[config.mk]
export PLATFORM = sky130hd
export DESIGN_NAME = accel_jump_peak_counter_unit
export DESIGN_NICKNAME = d
export VERILOG_FILES = /design/src/rtl/core/ajpc_pkg.sv /design/src/rtl/core/ajpc_ratio_unit.sv /design/src/rtl/core/ajpc_serial_div.sv /design/src/rtl/core/accel_jump_peak_counter_unit.sv
export SDC_FILE = /design/constraint.sdc
export NUM_CORES = 2
export LEC_CHECK = 0
export BUFFER_PORTS_ARGS = -buffer_cell sky130_fd_sc_hd__buf_4
export CORE_MARGIN = 10
export CORE_UTILIZATION = 40
export DETAILED_ROUTE_END_ITERATION = 8
export PLACE_DENSITY_LB_ADDON = 0.25
export SLEW_MARGIN = 20
export SYNTH_ARGS = -nofsm -noshare
export SYNTH_HDL_FRONTEND = slang
export SYNTH_SLANG_ARGS = --single-unit
[constraint.sdc]
create_clock -name clock -period 12.4 [get_ports clock]
set_clock_uncertainty 0.1 [all_clocks]
set_input_delay 1.24 -clock clock [delete_from_list [all_inputs] [get_ports clock]]
set_output_delay 1.24 -clock clock [all_outputs]
set_load 0.02 [all_outputs]
[src/rtl/core/ajpc_pkg.sv]
// Shared types and constants for the accelerometer jump peak counter.
`default_nettype none
package ajpc_pkg;

   localparam int SAMPLE_W    = 13;
   localparam int TIME_W      = 48;
   localparam int COUNT_W     = 16;
   localparam int THR_W       = 24;
   localparam int SQ_W        = 25;   // square of a 13-bit magnitude
   localparam int PROD_W      = 48;   // threshold times square
   localparam int FRAC_W      = 16;   // Q16 scaling of the ratio
   localparam int DIGIT_W     = 4;
   localparam int DIGIT_CNT   = THR_W / DIGIT_W;
   localparam int DIGIT_CNT_W = 3;
   localparam int DIV_W       = 32;
   localparam int DIVISOR_W   = 17;
   localparam int DIV_CNT_W   = 5;
   localparam int CSR_ADDR_W  = 1;
   localparam int CSR_DATA_W  = 24;

   localparam logic [THR_W-1:0]   RISE_RESET = 24'd167772;
   localparam logic [THR_W-1:0]   FALL_RESET = 24'd41943;
   localparam logic [COUNT_W-1:0] RATE_NUM   = 16'd60000;
   localparam logic [COUNT_W-1:0] COUNT_MAX  = 16'hFFFF;

   typedef enum logic [CSR_ADDR_W-1:0] {
      CSR_RISE = 1'b0,
      CSR_FALL = 1'b1
   } csr_index_type;

   typedef struct packed {
      logic signed [SAMPLE_W-1:0] accel_x;
      logic [TIME_W-1:0]          time_ms;
      logic                       vibrating;
   } req_type;

   typedef struct packed {
      logic               jump_found;
      logic [COUNT_W-1:0] jump_total;
      logic [COUNT_W-1:0] avg_jumps_per_min;
   } rsp_type;

   typedef struct packed {
      logic done;
      logic rise_hit;
      logic fall_hit;
   } ratio_status_type;

   typedef struct packed {
      logic             done;
      logic [DIV_W-1:0] quotient;
   } div_status_type;

endpackage
`default_nettype wire

[src/rtl/core/ajpc_ratio_unit.sv]
// Digit-serial squared-ratio compare of one window step against both thresholds.
`default_nettype none
module ajpc_ratio_unit (
   input  wire logic                                 clock,
   input  wire logic                                 reset,
   input  wire logic                                 start,
   input  wire logic                                 first,
   input  wire logic signed [ajpc_pkg::SAMPLE_W-1:0] sample,
   input  wire logic [ajpc_pkg::THR_W-1:0]           rise_thr,
   input  wire logic [ajpc_pkg::THR_W-1:0]           fall_thr,
   output ajpc_pkg::ratio_status_type                status
);

   logic [ajpc_pkg::SAMPLE_W-1:0]    mag;
   logic [ajpc_pkg::SQ_W-1:0]        sq;
   logic [ajpc_pkg::SQ_W-1:0]        sq_cur_ff, sq_cur_in;
   logic [ajpc_pkg::SQ_W-1:0]        den_ff, den_in;
   logic [ajpc_pkg::THR_W-1:0]       rise_sh_ff, rise_sh_in;
   logic [ajpc_pkg::THR_W-1:0]       fall_sh_ff, fall_sh_in;
   logic [ajpc_pkg::PROD_W-1:0]      acc_r_ff, acc_r_in;
   logic [ajpc_pkg::PROD_W-1:0]      acc_f_ff, acc_f_in;
   logic [ajpc_pkg::DIGIT_CNT_W-1:0] cnt_ff, cnt_in;
   logic                             running_ff, running_in;
   logic                             done_ff, done_in;
   logic [ajpc_pkg::PROD_W-1:0]      num;
   logic [ajpc_pkg::SQ_W+ajpc_pkg::DIGIT_W-1:0] part_r, part_f;

   assign mag = sample[ajpc_pkg::SAMPLE_W-1] ? ajpc_pkg::SAMPLE_W'(-sample)
                                             : ajpc_pkg::SAMPLE_W'(sample);
   assign sq  = ajpc_pkg::SQ_W'(mag) * ajpc_pkg::SQ_W'(mag);

   // MSB-first digits of each threshold times the previous square
   assign part_r = den_ff * rise_sh_ff[ajpc_pkg::THR_W-1 -: ajpc_pkg::DIGIT_W];
   assign part_f = den_ff * fall_sh_ff[ajpc_pkg::THR_W-1 -: ajpc_pkg::DIGIT_W];

   assign num = ajpc_pkg::PROD_W'({sq_cur_ff, {ajpc_pkg::FRAC_W{1'b0}}});

   always_comb begin
      sq_cur_in  = sq_cur_ff;
      den_in     = den_ff;
      rise_sh_in = rise_sh_ff;
      fall_sh_in = fall_sh_ff;
      acc_r_in   = acc_r_ff;
      acc_f_in   = acc_f_ff;
      cnt_in     = cnt_ff;
      running_in = running_ff;
      done_in    = 1'b0;
      if (start) begin
         sq_cur_in  = sq;
         den_in     = first ? sq : sq_cur_ff;
         rise_sh_in = rise_thr;
         fall_sh_in = fall_thr;
         acc_r_in   = '0;
         acc_f_in   = '0;
         cnt_in     = '0;
         running_in = 1'b1;
      end else if (running_ff) begin
         acc_r_in   = {acc_r_ff[ajpc_pkg::PROD_W-ajpc_pkg::DIGIT_W-1:0],
                       {ajpc_pkg::DIGIT_W{1'b0}}} + ajpc_pkg::PROD_W'(part_r);
         acc_f_in   = {acc_f_ff[ajpc_pkg::PROD_W-ajpc_pkg::DIGIT_W-1:0],
                       {ajpc_pkg::DIGIT_W{1'b0}}} + ajpc_pkg::PROD_W'(part_f);
         rise_sh_in = rise_sh_ff << ajpc_pkg::DIGIT_W;
         fall_sh_in = fall_sh_ff << ajpc_pkg::DIGIT_W;
         cnt_in     = cnt_ff + 1'b1;
         if (cnt_ff == ajpc_pkg::DIGIT_CNT_W'(ajpc_pkg::DIGIT_CNT - 1)) begin
            running_in = 1'b0;
            done_in    = 1'b1;
         end
      end
   end

   always_ff @(posedge clock) begin
      if (reset) begin
         running_ff <= 1'b0;
         done_ff    <= 1'b0;
         cnt_ff     <= '0;
      end else begin
         running_ff <= running_in;
         done_ff    <= done_in;
         cnt_ff     <= cnt_in;
      end
      sq_cur_ff  <= sq_cur_in;
      den_ff     <= den_in;
      rise_sh_ff <= rise_sh_in;
      fall_sh_ff <= fall_sh_in;
      acc_r_ff   <= acc_r_in;
      acc_f_ff   <= acc_f_in;
   end

   assign status.done     = done_ff;
   assign status.rise_hit = num >= acc_r_ff;
   assign status.fall_hit = num <= acc_f_ff;

endmodule
`default_nettype wire

[src/rtl/core/ajpc_serial_div.sv]
// Bit-serial restoring divider, one quotient bit per cycle.
`default_nettype none
module ajpc_serial_div (
   input  wire logic                           clock,
   input  wire logic                           reset,
   input  wire logic                           start,
   input  wire logic [ajpc_pkg::DIV_W-1:0]     dividend,
   input  wire logic [ajpc_pkg::DIVISOR_W-1:0] divisor,
   output ajpc_pkg::div_status_type            status
);

   logic [ajpc_pkg::DIVISOR_W-1:0] rem_ff, rem_in;
   logic [ajpc_pkg::DIVISOR_W-1:0] dsr_ff, dsr_in;
   logic [ajpc_pkg::DIV_W-1:0]     quo_ff, quo_in;
   logic [ajpc_pkg::DIV_CNT_W-1:0] cnt_ff, cnt_in;
   logic                           running_ff, running_in;
   logic                           done_ff, done_in;
   logic [ajpc_pkg::DIVISOR_W:0]   shifted;
   logic [ajpc_pkg::DIVISOR_W:0]   diff;

   assign shifted = {rem_ff, quo_ff[ajpc_pkg::DIV_W-1]};
   assign diff    = shifted - {1'b0, dsr_ff};

   always_comb begin
      rem_in     = rem_ff;
      dsr_in     = dsr_ff;
      quo_in     = quo_ff;
      cnt_in     = cnt_ff;
      running_in = running_ff;
      done_in    = 1'b0;
      if (start) begin
         rem_in     = '0;
         dsr_in     = divisor;
         quo_in     = dividend;
         cnt_in     = '0;
         running_in = 1'b1;
      end else if (running_ff) begin
         // no borrow: the divisor fits, take it out and set the bit
         if (!diff[ajpc_pkg::DIVISOR_W]) begin
            rem_in = diff[ajpc_pkg::DIVISOR_W-1:0];
            quo_in = {quo_ff[ajpc_pkg::DIV_W-2:0], 1'b1};
         end else begin
            rem_in = shifted[ajpc_pkg::DIVISOR_W-1:0];
            quo_in = {quo_ff[ajpc_pkg::DIV_W-2:0], 1'b0};
         end
         cnt_in = cnt_ff + 1'b1;
         if (cnt_ff == ajpc_pkg::DIV_CNT_W'(ajpc_pkg::DIV_W - 1)) begin
            running_in = 1'b0;
            done_in    = 1'b1;
         end
      end
   end

   always_ff @(posedge clock) begin
      if (reset) begin
         running_ff <= 1'b0;
         done_ff    <= 1'b0;
         cnt_ff     <= '0;
      end else begin
         running_ff <= running_in;
         done_ff    <= done_in;
         cnt_ff     <= cnt_in;
      end
      rem_ff <= rem_in;
      dsr_ff <= dsr_in;
      quo_ff <= quo_in;
   end

   assign status.done     = done_ff;
   assign status.quotient = quo_ff;

endmodule
`default_nettype wire

[src/rtl/core/accel_jump_peak_counter_unit.sv]
// Top level of the accelerometer jump peak counter.
//
// Samples enter on req_valid/req_ready with req_data; one result per sample
// leaves on rsp_valid/rsp_ready with rsp_data. Thresholds are written through
// csr_we/csr_addr/csr_wdata; the user must write them only while the block is
// idle, as the block itself does not enforce this. One sample is worked at a
// time; req_ready is high only between samples. A discarded (vibrating)
// sample goes straight to the result, a window with a zero oldest entry skips
// the scan, and a kept sample walks every window entry through the digit-serial
// ratio unit. A jump after the first adds two serial divisions, one for the
// rate estimate and one for the running average; an interval of 0 or above
// 60000 ms skips the first division. Once the result is registered, the block
// returns to idle and accepts the next sample.
// The result sits in an output register: the next sample is accepted while it
// waits, and the block holds a finished result until rsp_ready frees the slot.
// Synchronous reset clears the window, jump count, rate average, last jump
// time, and restores the threshold reset values.
`default_nettype none
module accel_jump_peak_counter_unit #(
   parameter int WINDOW_DEPTH = 4
) (
   input  wire logic                             clock,
   input  wire logic                             reset,
   input  wire logic                             req_valid,
   output logic                                  req_ready,
   input  wire ajpc_pkg::req_type                req_data,
   output logic                                  rsp_valid,
   input  wire logic                             rsp_ready,
   output ajpc_pkg::rsp_type                     rsp_data,
   input  wire logic                             csr_we,
   input  wire logic [ajpc_pkg::CSR_ADDR_W-1:0]  csr_addr,
   input  wire logic [ajpc_pkg::CSR_DATA_W-1:0]  csr_wdata
);

   localparam int STEP_W = (WINDOW_DEPTH > 2) ? $clog2(WINDOW_DEPTH) : 1;

   typedef enum logic [11:0] {
      ST_IDLE       = 12'b0000_0000_0001,
      ST_SCAN_START = 12'b0000_0000_0010,
      ST_SCAN_LOAD  = 12'b0000_0000_0100,
      ST_SCAN_WAIT  = 12'b0000_0000_1000,
      ST_DECIDE     = 12'b0000_0001_0000,
      ST_EST        = 12'b0000_0010_0000,
      ST_EST_WAIT   = 12'b0000_0100_0000,
      ST_MUL        = 12'b0000_1000_0000,
      ST_AVG        = 12'b0001_0000_0000,
      ST_AVG_WAIT   = 12'b0010_0000_0000,
      ST_UPDATE     = 12'b0100_0000_0000,
      ST_DONE       = 12'b1000_0000_0000
   } state_type;

   state_type state_ff, state_in;

   logic signed [ajpc_pkg::SAMPLE_W-1:0] win_ff [WINDOW_DEPTH];
   logic signed [ajpc_pkg::SAMPLE_W-1:0] win_in [WINDOW_DEPTH];
   logic [ajpc_pkg::THR_W-1:0]   rise_thr_ff, rise_thr_in;
   logic [ajpc_pkg::THR_W-1:0]   fall_thr_ff, fall_thr_in;
   logic [ajpc_pkg::COUNT_W-1:0] count_ff, count_in;
   logic [ajpc_pkg::COUNT_W-1:0] avg_ff, avg_in;
   logic [ajpc_pkg::TIME_W-1:0]  last_ff, last_in;
   logic [ajpc_pkg::TIME_W-1:0]  time_ff, time_in;
   logic [ajpc_pkg::TIME_W-1:0]  dt_ff, dt_in;
   logic [ajpc_pkg::COUNT_W-1:0] est_ff, est_in;
   logic [ajpc_pkg::DIV_W-1:0]   prod_ff, prod_in;
   logic [STEP_W-1:0]            step_ff, step_in;
   logic                         rise_ff, rise_in;
   logic                         fall_ff, fall_in;
   logic                         found_ff, found_in;
   logic                         rsp_valid_ff, rsp_valid_in;
   ajpc_pkg::rsp_type            rsp_ff, rsp_in;

   logic signed [ajpc_pkg::SAMPLE_W-1:0] scan_x;
   logic                                 ratio_start;
   ajpc_pkg::ratio_status_type           ratio_st;
   logic                                 div_start;
   logic [ajpc_pkg::DIV_W-1:0]           div_dividend;
   logic [ajpc_pkg::DIVISOR_W-1:0]       div_divisor;
   ajpc_pkg::div_status_type             div_st;
   logic                                 rise_now;

   // a zero entry walks as 1
   assign scan_x = (win_ff[0] != '0) ? win_ff[0]
                                     : ajpc_pkg::SAMPLE_W'(1);
   assign ratio_start = (state_ff == ST_SCAN_LOAD);
   assign rise_now    = rise_ff | ratio_st.rise_hit;

   ajpc_ratio_unit u_ratio (
      .clock    (clock),
      .reset    (reset),
      .start    (ratio_start),
      .first    (step_ff == '0),
      .sample   (scan_x),
      .rise_thr (rise_thr_ff),
      .fall_thr (fall_thr_ff),
      .status   (ratio_st)
   );

   assign div_dividend = (state_ff == ST_EST) ? ajpc_pkg::DIV_W'(ajpc_pkg::RATE_NUM)
                                              : prod_ff;
   assign div_divisor  = (state_ff == ST_EST) ? dt_ff[ajpc_pkg::DIVISOR_W-1:0]
                                              : ({1'b0, count_ff} + 1'b1);
   assign div_start    = (state_ff == ST_AVG) ||
                         ((state_ff == ST_EST) && (dt_ff != '0) &&
                          (dt_ff <= ajpc_pkg::TIME_W'(ajpc_pkg::RATE_NUM)));

   ajpc_serial_div u_div (
      .clock    (clock),
      .reset    (reset),
      .start    (div_start),
      .dividend (div_dividend),
      .divisor  (div_divisor),
      .status   (div_st)
   );

   // threshold registers
   always_comb begin
      rise_thr_in = rise_thr_ff;
      fall_thr_in = fall_thr_ff;
      if (csr_we) begin
         unique case (ajpc_pkg::csr_index_type'(csr_addr))
            ajpc_pkg::CSR_RISE: rise_thr_in = csr_wdata;
            ajpc_pkg::CSR_FALL: fall_thr_in = csr_wdata;
            default: ;
         endcase
      end
   end

   always_comb begin
      state_in     = state_ff;
      win_in       = win_ff;
      count_in     = count_ff;
      avg_in       = avg_ff;
      last_in      = last_ff;
      time_in      = time_ff;
      dt_in        = dt_ff;
      est_in       = est_ff;
      prod_in      = prod_ff;
      step_in      = step_ff;
      rise_in      = rise_ff;
      fall_in      = fall_ff;
      found_in     = found_ff;
      rsp_in       = rsp_ff;
      rsp_valid_in = rsp_valid_ff & ~rsp_ready;

      unique case (state_ff)
         ST_IDLE: begin
            if (req_valid) begin
               found_in = 1'b0;
               time_in  = req_data.time_ms;
               if (req_data.vibrating) begin
                  state_in = ST_DONE;
               end else begin
                  for (int i = 0; i < WINDOW_DEPTH - 1; i++) begin
                     win_in[i] = win_ff[i+1];
                  end
                  win_in[WINDOW_DEPTH-1] = req_data.accel_x;
                  state_in = ST_SCAN_START;
               end
            end
         end
         ST_SCAN_START: begin
            step_in = '0;
            rise_in = 1'b0;
            fall_in = 1'b0;
            state_in = (win_ff[0] == '0) ? ST_DONE : ST_SCAN_LOAD;
         end
         ST_SCAN_LOAD: begin
            // rotate so the window is back in place after a full walk
            for (int i = 0; i < WINDOW_DEPTH - 1; i++) begin
               win_in[i] = win_ff[i+1];
            end
            win_in[WINDOW_DEPTH-1] = win_ff[0];
            state_in = ST_SCAN_WAIT;
         end
         ST_SCAN_WAIT: begin
            if (ratio_st.done) begin
               rise_in = rise_now;
               fall_in = fall_ff | (rise_now & ratio_st.fall_hit);
               if (step_ff == STEP_W'(WINDOW_DEPTH - 1)) begin
                  state_in = ST_DECIDE;
               end else begin
                  step_in  = step_ff + 1'b1;
                  state_in = ST_SCAN_LOAD;
               end
            end
         end
         ST_DECIDE: begin
            if (rise_ff && fall_ff) begin
               found_in = 1'b1;
               for (int i = 0; i < WINDOW_DEPTH; i++) begin
                  win_in[i] = '0;
               end
               dt_in    = time_ff - last_ff;
               state_in = (count_ff == '0) ? ST_UPDATE : ST_EST;
            end else begin
               state_in = ST_DONE;
            end
         end
         ST_EST: begin
            if (dt_ff == '0) begin
               est_in   = ajpc_pkg::RATE_NUM;
               state_in = ST_MUL;
            end else if (dt_ff > ajpc_pkg::TIME_W'(ajpc_pkg::RATE_NUM)) begin
               est_in   = '0;
               state_in = ST_MUL;
            end else begin
               state_in = ST_EST_WAIT;
            end
         end
         ST_EST_WAIT: begin
            if (div_st.done) begin
               est_in   = div_st.quotient[ajpc_pkg::COUNT_W-1:0];
               state_in = ST_MUL;
            end
         end
         ST_MUL: begin
            prod_in  = ajpc_pkg::DIV_W'(avg_ff) * ajpc_pkg::DIV_W'(count_ff)
                       + ajpc_pkg::DIV_W'(est_ff);
            state_in = ST_AVG;
         end
         ST_AVG: begin
            state_in = ST_AVG_WAIT;
         end
         ST_AVG_WAIT: begin
            if (div_st.done) begin
               avg_in   = div_st.quotient[ajpc_pkg::COUNT_W-1:0];
               state_in = ST_UPDATE;
            end
         end
         ST_UPDATE: begin
            if (count_ff != ajpc_pkg::COUNT_MAX) begin
               count_in = count_ff + 1'b1;
            end
            last_in  = time_ff;
            state_in = ST_DONE;
         end
         ST_DONE: begin
            if (!rsp_valid_ff || rsp_ready) begin
               rsp_in.jump_found        = found_ff;
               rsp_in.jump_total        = count_ff;
               rsp_in.avg_jumps_per_min = avg_ff;
               rsp_valid_in             = 1'b1;
               state_in                 = ST_IDLE;
            end
         end
         default: begin
            state_in = ST_IDLE;
         end
      endcase
   end

   always_ff @(posedge clock) begin
      if (reset) begin
         state_ff     <= ST_IDLE;
         rise_thr_ff  <= ajpc_pkg::RISE_RESET;
         fall_thr_ff  <= ajpc_pkg::FALL_RESET;
         count_ff     <= '0;
         avg_ff       <= '0;
         last_ff      <= '0;
         rsp_valid_ff <= 1'b0;
         for (int i = 0; i < WINDOW_DEPTH; i++) begin
            win_ff[i] <= '0;
         end
      end else begin
         state_ff     <= state_in;
         rise_thr_ff  <= rise_thr_in;
         fall_thr_ff  <= fall_thr_in;
         count_ff     <= count_in;
         avg_ff       <= avg_in;
         last_ff      <= last_in;
         rsp_valid_ff <= rsp_valid_in;
         win_ff       <= win_in;
      end
      time_ff  <= time_in;
      dt_ff    <= dt_in;
      est_ff   <= est_in;
      prod_ff  <= prod_in;
      step_ff  <= step_in;
      rise_ff  <= rise_in;
      fall_ff  <= fall_in;
      found_ff <= found_in;
      rsp_ff   <= rsp_in;
   end

   assign req_ready = (state_ff == ST_IDLE);
   assign rsp_valid = rsp_valid_ff;
   assign rsp_data  = rsp_ff;

endmodule
`default_nettype wire

**After elaboration in Yosys (flattened, before gate mapping)**

Index checks and enable logic that the tools add are counted.

- Bits in registers: 647
- Latch bits: 0
- Bits in writable memories: 0
- Bits in read-only memories: 0
- Bits of input ports: 92
- Output and inout bits: 35
- Memories kept: 0

- Add/sub/neg operators: 11
- $mul: 4
- Divide/modulo/power cells: 0
- Order comparisons: 4
- Equal/unequal tests: 25
- Shift-type cells: 0
- Multiplexer cells: 54
- Bitwise gates (word level): 8
- Reduce and logical (&&, ||, !) cells: 35

Operators with widths:

| kind | count |
|---|---|
| $mux W52 | 3 |
| $pmux W52 S3 | 1 |
| $pmux W12 S12 | 1 |
| $add A48 B29 Y48 | 2 |
| $mux W12 | 8 |
| $mux W24 | 4 |
| $mux W32 | 3 |
| $mul A25 B4 Y29 | 2 |
| $ge A41 B48 Y1 | 1 |
| $gt A48 B16 Y1 const B | 1 |
| $le A41 B48 Y1 | 1 |
| $le A48 B16 Y1 const B | 1 |
| $logic_not A48 Y1 | 1 |
| $mux W16 | 3 |
| $reduce_bool A48 Y1 | 1 |
| $sub A48 B48 Y48 | 1 |
| $mux W17 | 2 |
| $add A32 B16 Y32 | 1 |
| $mul A16 B16 Y32 | 1 |
| $pmux W16 S2 | 1 |
| $mux W13 | 2 |
| $mul A13 B13 Y25 | 1 |
| $mux W25 | 1 |
| $sub A18 B17 Y18 | 1 |
| other kinds (50) | 97 |

**Longest topological paths before layout**

- Depth after elaboration: 6
- Gate-level depth with buffers: 37

**Cells and area by module**

Synthesis repeated with hierarchy kept, for this count alone.

- Cell total of the unflattened synthesis: 5393
- Area, all modules: 50791.2 µm²

Modules (own cells, without submodules):

| module | times used | cells each | area each (µm²) | sequential area each (µm²) |
|---|---|---|---|---|
| accel_jump_peak_counter_unit | 1 | 2784 | 25717.2 | 9328.9 |
| ajpc_ratio_unit | 1 | 2243 | 21114.0 | 4934.7 |
| ajpc_serial_div | 1 | 366 | 3960.0 | 1951.9 |

**Worst setup path after synthesis**

No wires, ideal clock.

- Kind: register -> register
- From: reg win_ff[41] in the netlist's numbering
- To: reg u_ratio.den_ff[24] in the netlist's numbering, data pin
- Library setup time: 260 ps
- Arrival: 7612 ps
- Required time: 12040 ps
- Slack: 4428 ps
- Stages on the path, launching flop included: 35
- Buffers on the path: 3
- Period minus slack after synthesis: 7972 ps
- Cells stage by stage: dfxtp_1 -> clkbuf_1 -> nor4_1 -> nand2b_1 -> nor2_1 -> nand3_1 -> nor3_1 -> or2_2 -> clkbuf_1 -> inv_1 -> clkbuf_1 -> ha_1 -> a21boi_0 -> xor2_1 -> inv_1 -> nor2_1 -> fa_1 -> fa_1 -> inv_1 -> fa_1 -> inv_1 -> fa_1 -> inv_1 -> fa_1 -> inv_1 -> ha_1 -> nand3_1 -> o21ai_0 -> and2_1 -> a31oi_1 -> a21o_1 -> o2111ai_1 -> a21oi_1 -> xnor2_1 -> mux2_2

- Cells in the longest elaborated chain, start to end: 6

RTL lines:

| item | RTL line | RTL |
|---|---|---|
| from (decl) | accel_jump_peak_counter_unit.sv:54 | `logic signed [ajpc_pkg::SAMPLE_W-1:0] win_ff [WINDOW_DEPTH];` |
| from (signal assigned) | accel_jump_peak_counter_unit.sv:272 | `win_ff <= win_in;` |
| $reduce_bool A13 Y1 (*) | accel_jump_peak_counter_unit.sv:82 | `assign scan_x = (win_ff[0] != '0) ? win_ff[0]` |
| $mux W13 (*) | accel_jump_peak_counter_unit.sv:82 |  |
| net scan_x (one bit) | accel_jump_peak_counter_unit.sv:72 | `logic signed [ajpc_pkg::SAMPLE_W-1:0] scan_x;` |
| $neg A13 Y13 | ajpc_ratio_unit.sv:28 | `assign mag = sample[ajpc_pkg::SAMPLE_W-1] ? ajpc_pkg::SAMPLE_W'(-sample)` |
| $mux W13 (*) | ajpc_ratio_unit.sv:28 |  |
| $mul A13 B13 Y25 (*) | ajpc_ratio_unit.sv:30 | `assign sq = ajpc_pkg::SQ_W'(mag) * ajpc_pkg::SQ_W'(mag);` |
| net u_ratio.sq (one bit) | ajpc_ratio_unit.sv:15 | `logic [ajpc_pkg::SQ_W-1:0] sq;` |
| $mux W25 (*) | ajpc_ratio_unit.sv:50 | `den_in = first ? sq : sq_cur_ff;` |
| to (signal assigned) | ajpc_ratio_unit.sv:83 | `den_ff <= den_in;` |
| to (decl) | ajpc_ratio_unit.sv:17 | `logic [ajpc_pkg::SQ_W-1:0] den_ff, den_in;` |

Mark *: on every way through the listed nets, which the timed path passes. The rest lies on a longest branch.
A chain may end at the register's enable or synchronous reset.

**Worst setup path in the final report**

- From: reg win_ff[41] in the netlist's numbering
- To: reg u_ratio.den_ff[24] in the netlist's numbering, data pin

- Cells in the longest elaborated chain, start to end: 6

RTL lines:

| item | RTL line |
|---|---|
| $reduce_bool A13 Y1 | accel_jump_peak_counter_unit.sv:82 |
| $mux W13 (*) | accel_jump_peak_counter_unit.sv:82 |
| $neg A13 Y13 | ajpc_ratio_unit.sv:28 |
| $mux W13 (*) | ajpc_ratio_unit.sv:28 |
| $mul A13 B13 Y25 (*) | ajpc_ratio_unit.sv:30 |
| net u_ratio.sq (one bit) | ajpc_ratio_unit.sv:15 |
| $mux W25 (*) | ajpc_ratio_unit.sv:50 |

Marked as above.

==> reports/summary.txt <==
number of H-tree levels: 3
clock latency on the worst-skew pair: 0.63 ns
P_sw: 1710 uW
initial core utilization: 40.4%
Reg clk slew, reported paths: 0.06 ns
drc violations: 0
die area: 0.138 sq mm
Area Overhead vs Synth: 10.9%
first-pass GRT wire length: 196000 um
count of final setup violators: 0
largest net degree at the start of global routing: 142
fmax: 0.112 GHz
DR iter-0 viols: 2279
Leakage Power: 0.0244 uW
max-cap viol count: 0
Tcrit/Tclk final: 71.8%
Slew headroom: 26.2%
antenna violations before repair: 8
Layout Cells excl Fill: 7022
Post-CTS Resized: 0
cts-stage hold buffer count: 0
top cell type's share of synthesized area: 19.9%
Slowest cell on crit path: xor2_1
worst hold path class: flop to flop
Avg Vias per Cell: 5.14
Synth area leaders: edfxtp_1 20%, fa_1 18%, dfxtp_1 13%
Port Buffers: 126
Switching Share: 28.3%
TritonCTS clock tree: done
ys async rst share: 0%
total placed cells including tap cells: 6878
critical path data arrival time: 9.18 ns
die span in x: 371 um
met1 usage: 24.4%
final slew viol count: 0
top-count cell post-synth: nand2_1
Comb power frac: 18.9%
RePlAce Congestion: 0.880
sequential power share: 40.9%
post-route minimum period: 8.90 ns
critical path type: flop to flop
met3 Use GR: 2.69%
die height: 371 um
total CTS buffers: 77
Cell Area, Synth: 0.0494 sq mm
CTS Sinks: 646
hpwl dp: 88200 um
status: completed
vias in the first global route: 36522
pwr/cell area: 110 mW/mm^2
clk root buf: clkbuf_16
clock tree buffer depth: 3
highest ir drop seen on vdd: 0.129 mV
RSZ-0062 raised after global routing: false
internal power: 4340 uW
met2 usage: 28.2%
CP max stage delay: 0.76 ns
synth warn: 0
Layout Nets: 6237
Final ANT Viol Nets: 0
DRT Wirelength: 120000 um
sequential area share after synthesis: 32.8%
Top FF cell, synth: edfxtp_1
Worst Tran Pin Value: 1.10 ns
Worst setup SP type: flop
GRT Overall Usage: 17.4%
Fin. Hold Viols: 0
Post-synth EDFFs: 328
Top cell by count, worst path: inv_1
total negative slack: 0 ns
clock group share of total power: 40.2%
largest area contributor in the netlist: edfxtp_1
layout cells sized above 1: 7.26%
IO Pins: 127
Mapped Cells: 5284
Data required, critical path: 12.68 ns
WL per Instance: 17.1 um
Crit Path Max Fanout: 11
Most Crowded Layer GR: met2
Setup crit end kind: flop
first-pass iteration count of the detailed router: 5
CORE AREA: 0.122 sq mm
Cell variety after synth: 96
post-synthesis register bit count: 646
row cnt: 128
vias after detailed routing: 36073
GRT overflow: 0
top post-synthesis cells by count: 907 x nand2_1, 689 x inv_1, 448 x fa_1
Post-CTS Setup Repair Bufs: 0
Mapped Avg Cell Area: 9.35 sq um
==> power groups by stage <==
stage	Sequential [uW]	Clock [uW]	Combinational, uW
3_5_place_dp	2520	0	1130
5_1_grt	2490	2580	1290
4_1_cts	2480	2490	1140
2_1_floorplan	2490	0	876
3_3_place_gp	2520	0	1120
6_report	2480	2430	1140
==> cell usage in the layout (no fill, tap or decap), types with 15 or more instances in the layout <==
cell	count
a211oi_1	47
a21o_1	97
a21oi_1	309
a22oi_1	15
a31oi_1	17
and2_1	171
and3_1	30
buf_4	181
clkbuf_16	83
dfxtp_1	317
edfxtp_1	328
fa_1	448
ha_1	365
inv_1	687
mux2_2	25
mux2i_1	69
nand2_1	907
nand2b_1	34
nand3_1	114
nand3b_1	25
nand4_1	33
nand4b_1	16
nor2_1	292
nor2b_1	29
nor3_1	46
nor4_1	32
o21a_1	30
o21ai_0	116
o21ai_1	19
o22ai_1	27
or3_1	15
xnor2_1	164
xor2_1	70
==> path summary, 6_finish.rpt <==
| check | from | to | slack [ns] | cells after the start |
|---|---|---|---|---|
| max | win_ff[41] | u_ratio.den_ff[24] | 3.50 | 31 |
| min | last_ff[3] | last_ff[3] | 0.35 | 2 |
| max reg2reg | win_ff[41] | u_ratio.den_ff[24] | 3.50 | 31 |
| min reg2reg | last_ff[3] | last_ff[3] | 0.35 | 2 |
==> sequential cells by signal (all words and copies together) (netlist names), 17 cells and up <==
signal              cells
dt_ff                  48
u_ratio.sq_cur_ff      24
u_ratio.fall_sh_ff     24
last_ff                48
prod_ff                32
u_ratio.acc_f_ff       48
win_ff                 52
u_div.quo_ff           32
rise_thr_ff            24
u_div.rem_ff           17
u_ratio.den_ff         25
time_ff                48
rsp_data               33
u_div.dsr_ff           17
fall_thr_ff            24
u_ratio.rise_sh_ff     24
u_ratio.acc_r_ff       48
==> cell families after synthesis <==
group,share of synthesized area (%)
simple gates,16.8
buf+inv,7.04
fa+ha+maj,27.4
compound gates,9.75
flops,32.8
xor+xnor,4.17
mux,1.97
other cells,0.0152
==> area by class of cell <==
cell class / count / area [sq um]
diodes: 1 / 2.50
clock buffers: 105 / 2260
clock inverters: 38 / 480
fillers: 11813 / 67400
inverters: 695 / 2610
multi-input cells: 3730 / 29800
flip-flops and latches: 646 / 16200
well taps: 1625 / 2030
repair buffers: 182 / 1370
==> worst max-delay path: cells and delay by family, from the launching register on <==
kind	cells	cell delay [ns]
AOI/OAI and AO/OA	6	1.20
xor gates and xnor gates	2	0.89
adders and majority gates	7	3.18
buffers and inverters	6	0.69
DFF	1	0.39
muxes	1	0.26
and+or+nand+nor	9	1.90
==> routing by layer <==
metal / routed length, um / share of wire, % / up-vias
li1: - / - / 17472
met1: 56300 / 47 / 17706
met2: 54800 / 46 / 754
met3: 6460 / 5.4 / 135
met4: 2400 / 2.0 / 6
met5: 41 / 0.034 / -
==> metrics by stage <==
stage	cell area (sq um)	setup slack [ns]	util [%]	hold slack (ns)	power, uW
after floorplan	49400	4.43	-	0.300	3360
after global placement	52000	3.77	42.6	0.305	3640
after detailed placement	52000	3.57	42.6	0.331	3650
after CTS	54800	3.54	44.8	0.351	6110
after global routing	54800	2.84	44.8	0.362	6360
final	54800	3.50	44.8	0.348	6050
(Power assumes the default switching activity.)
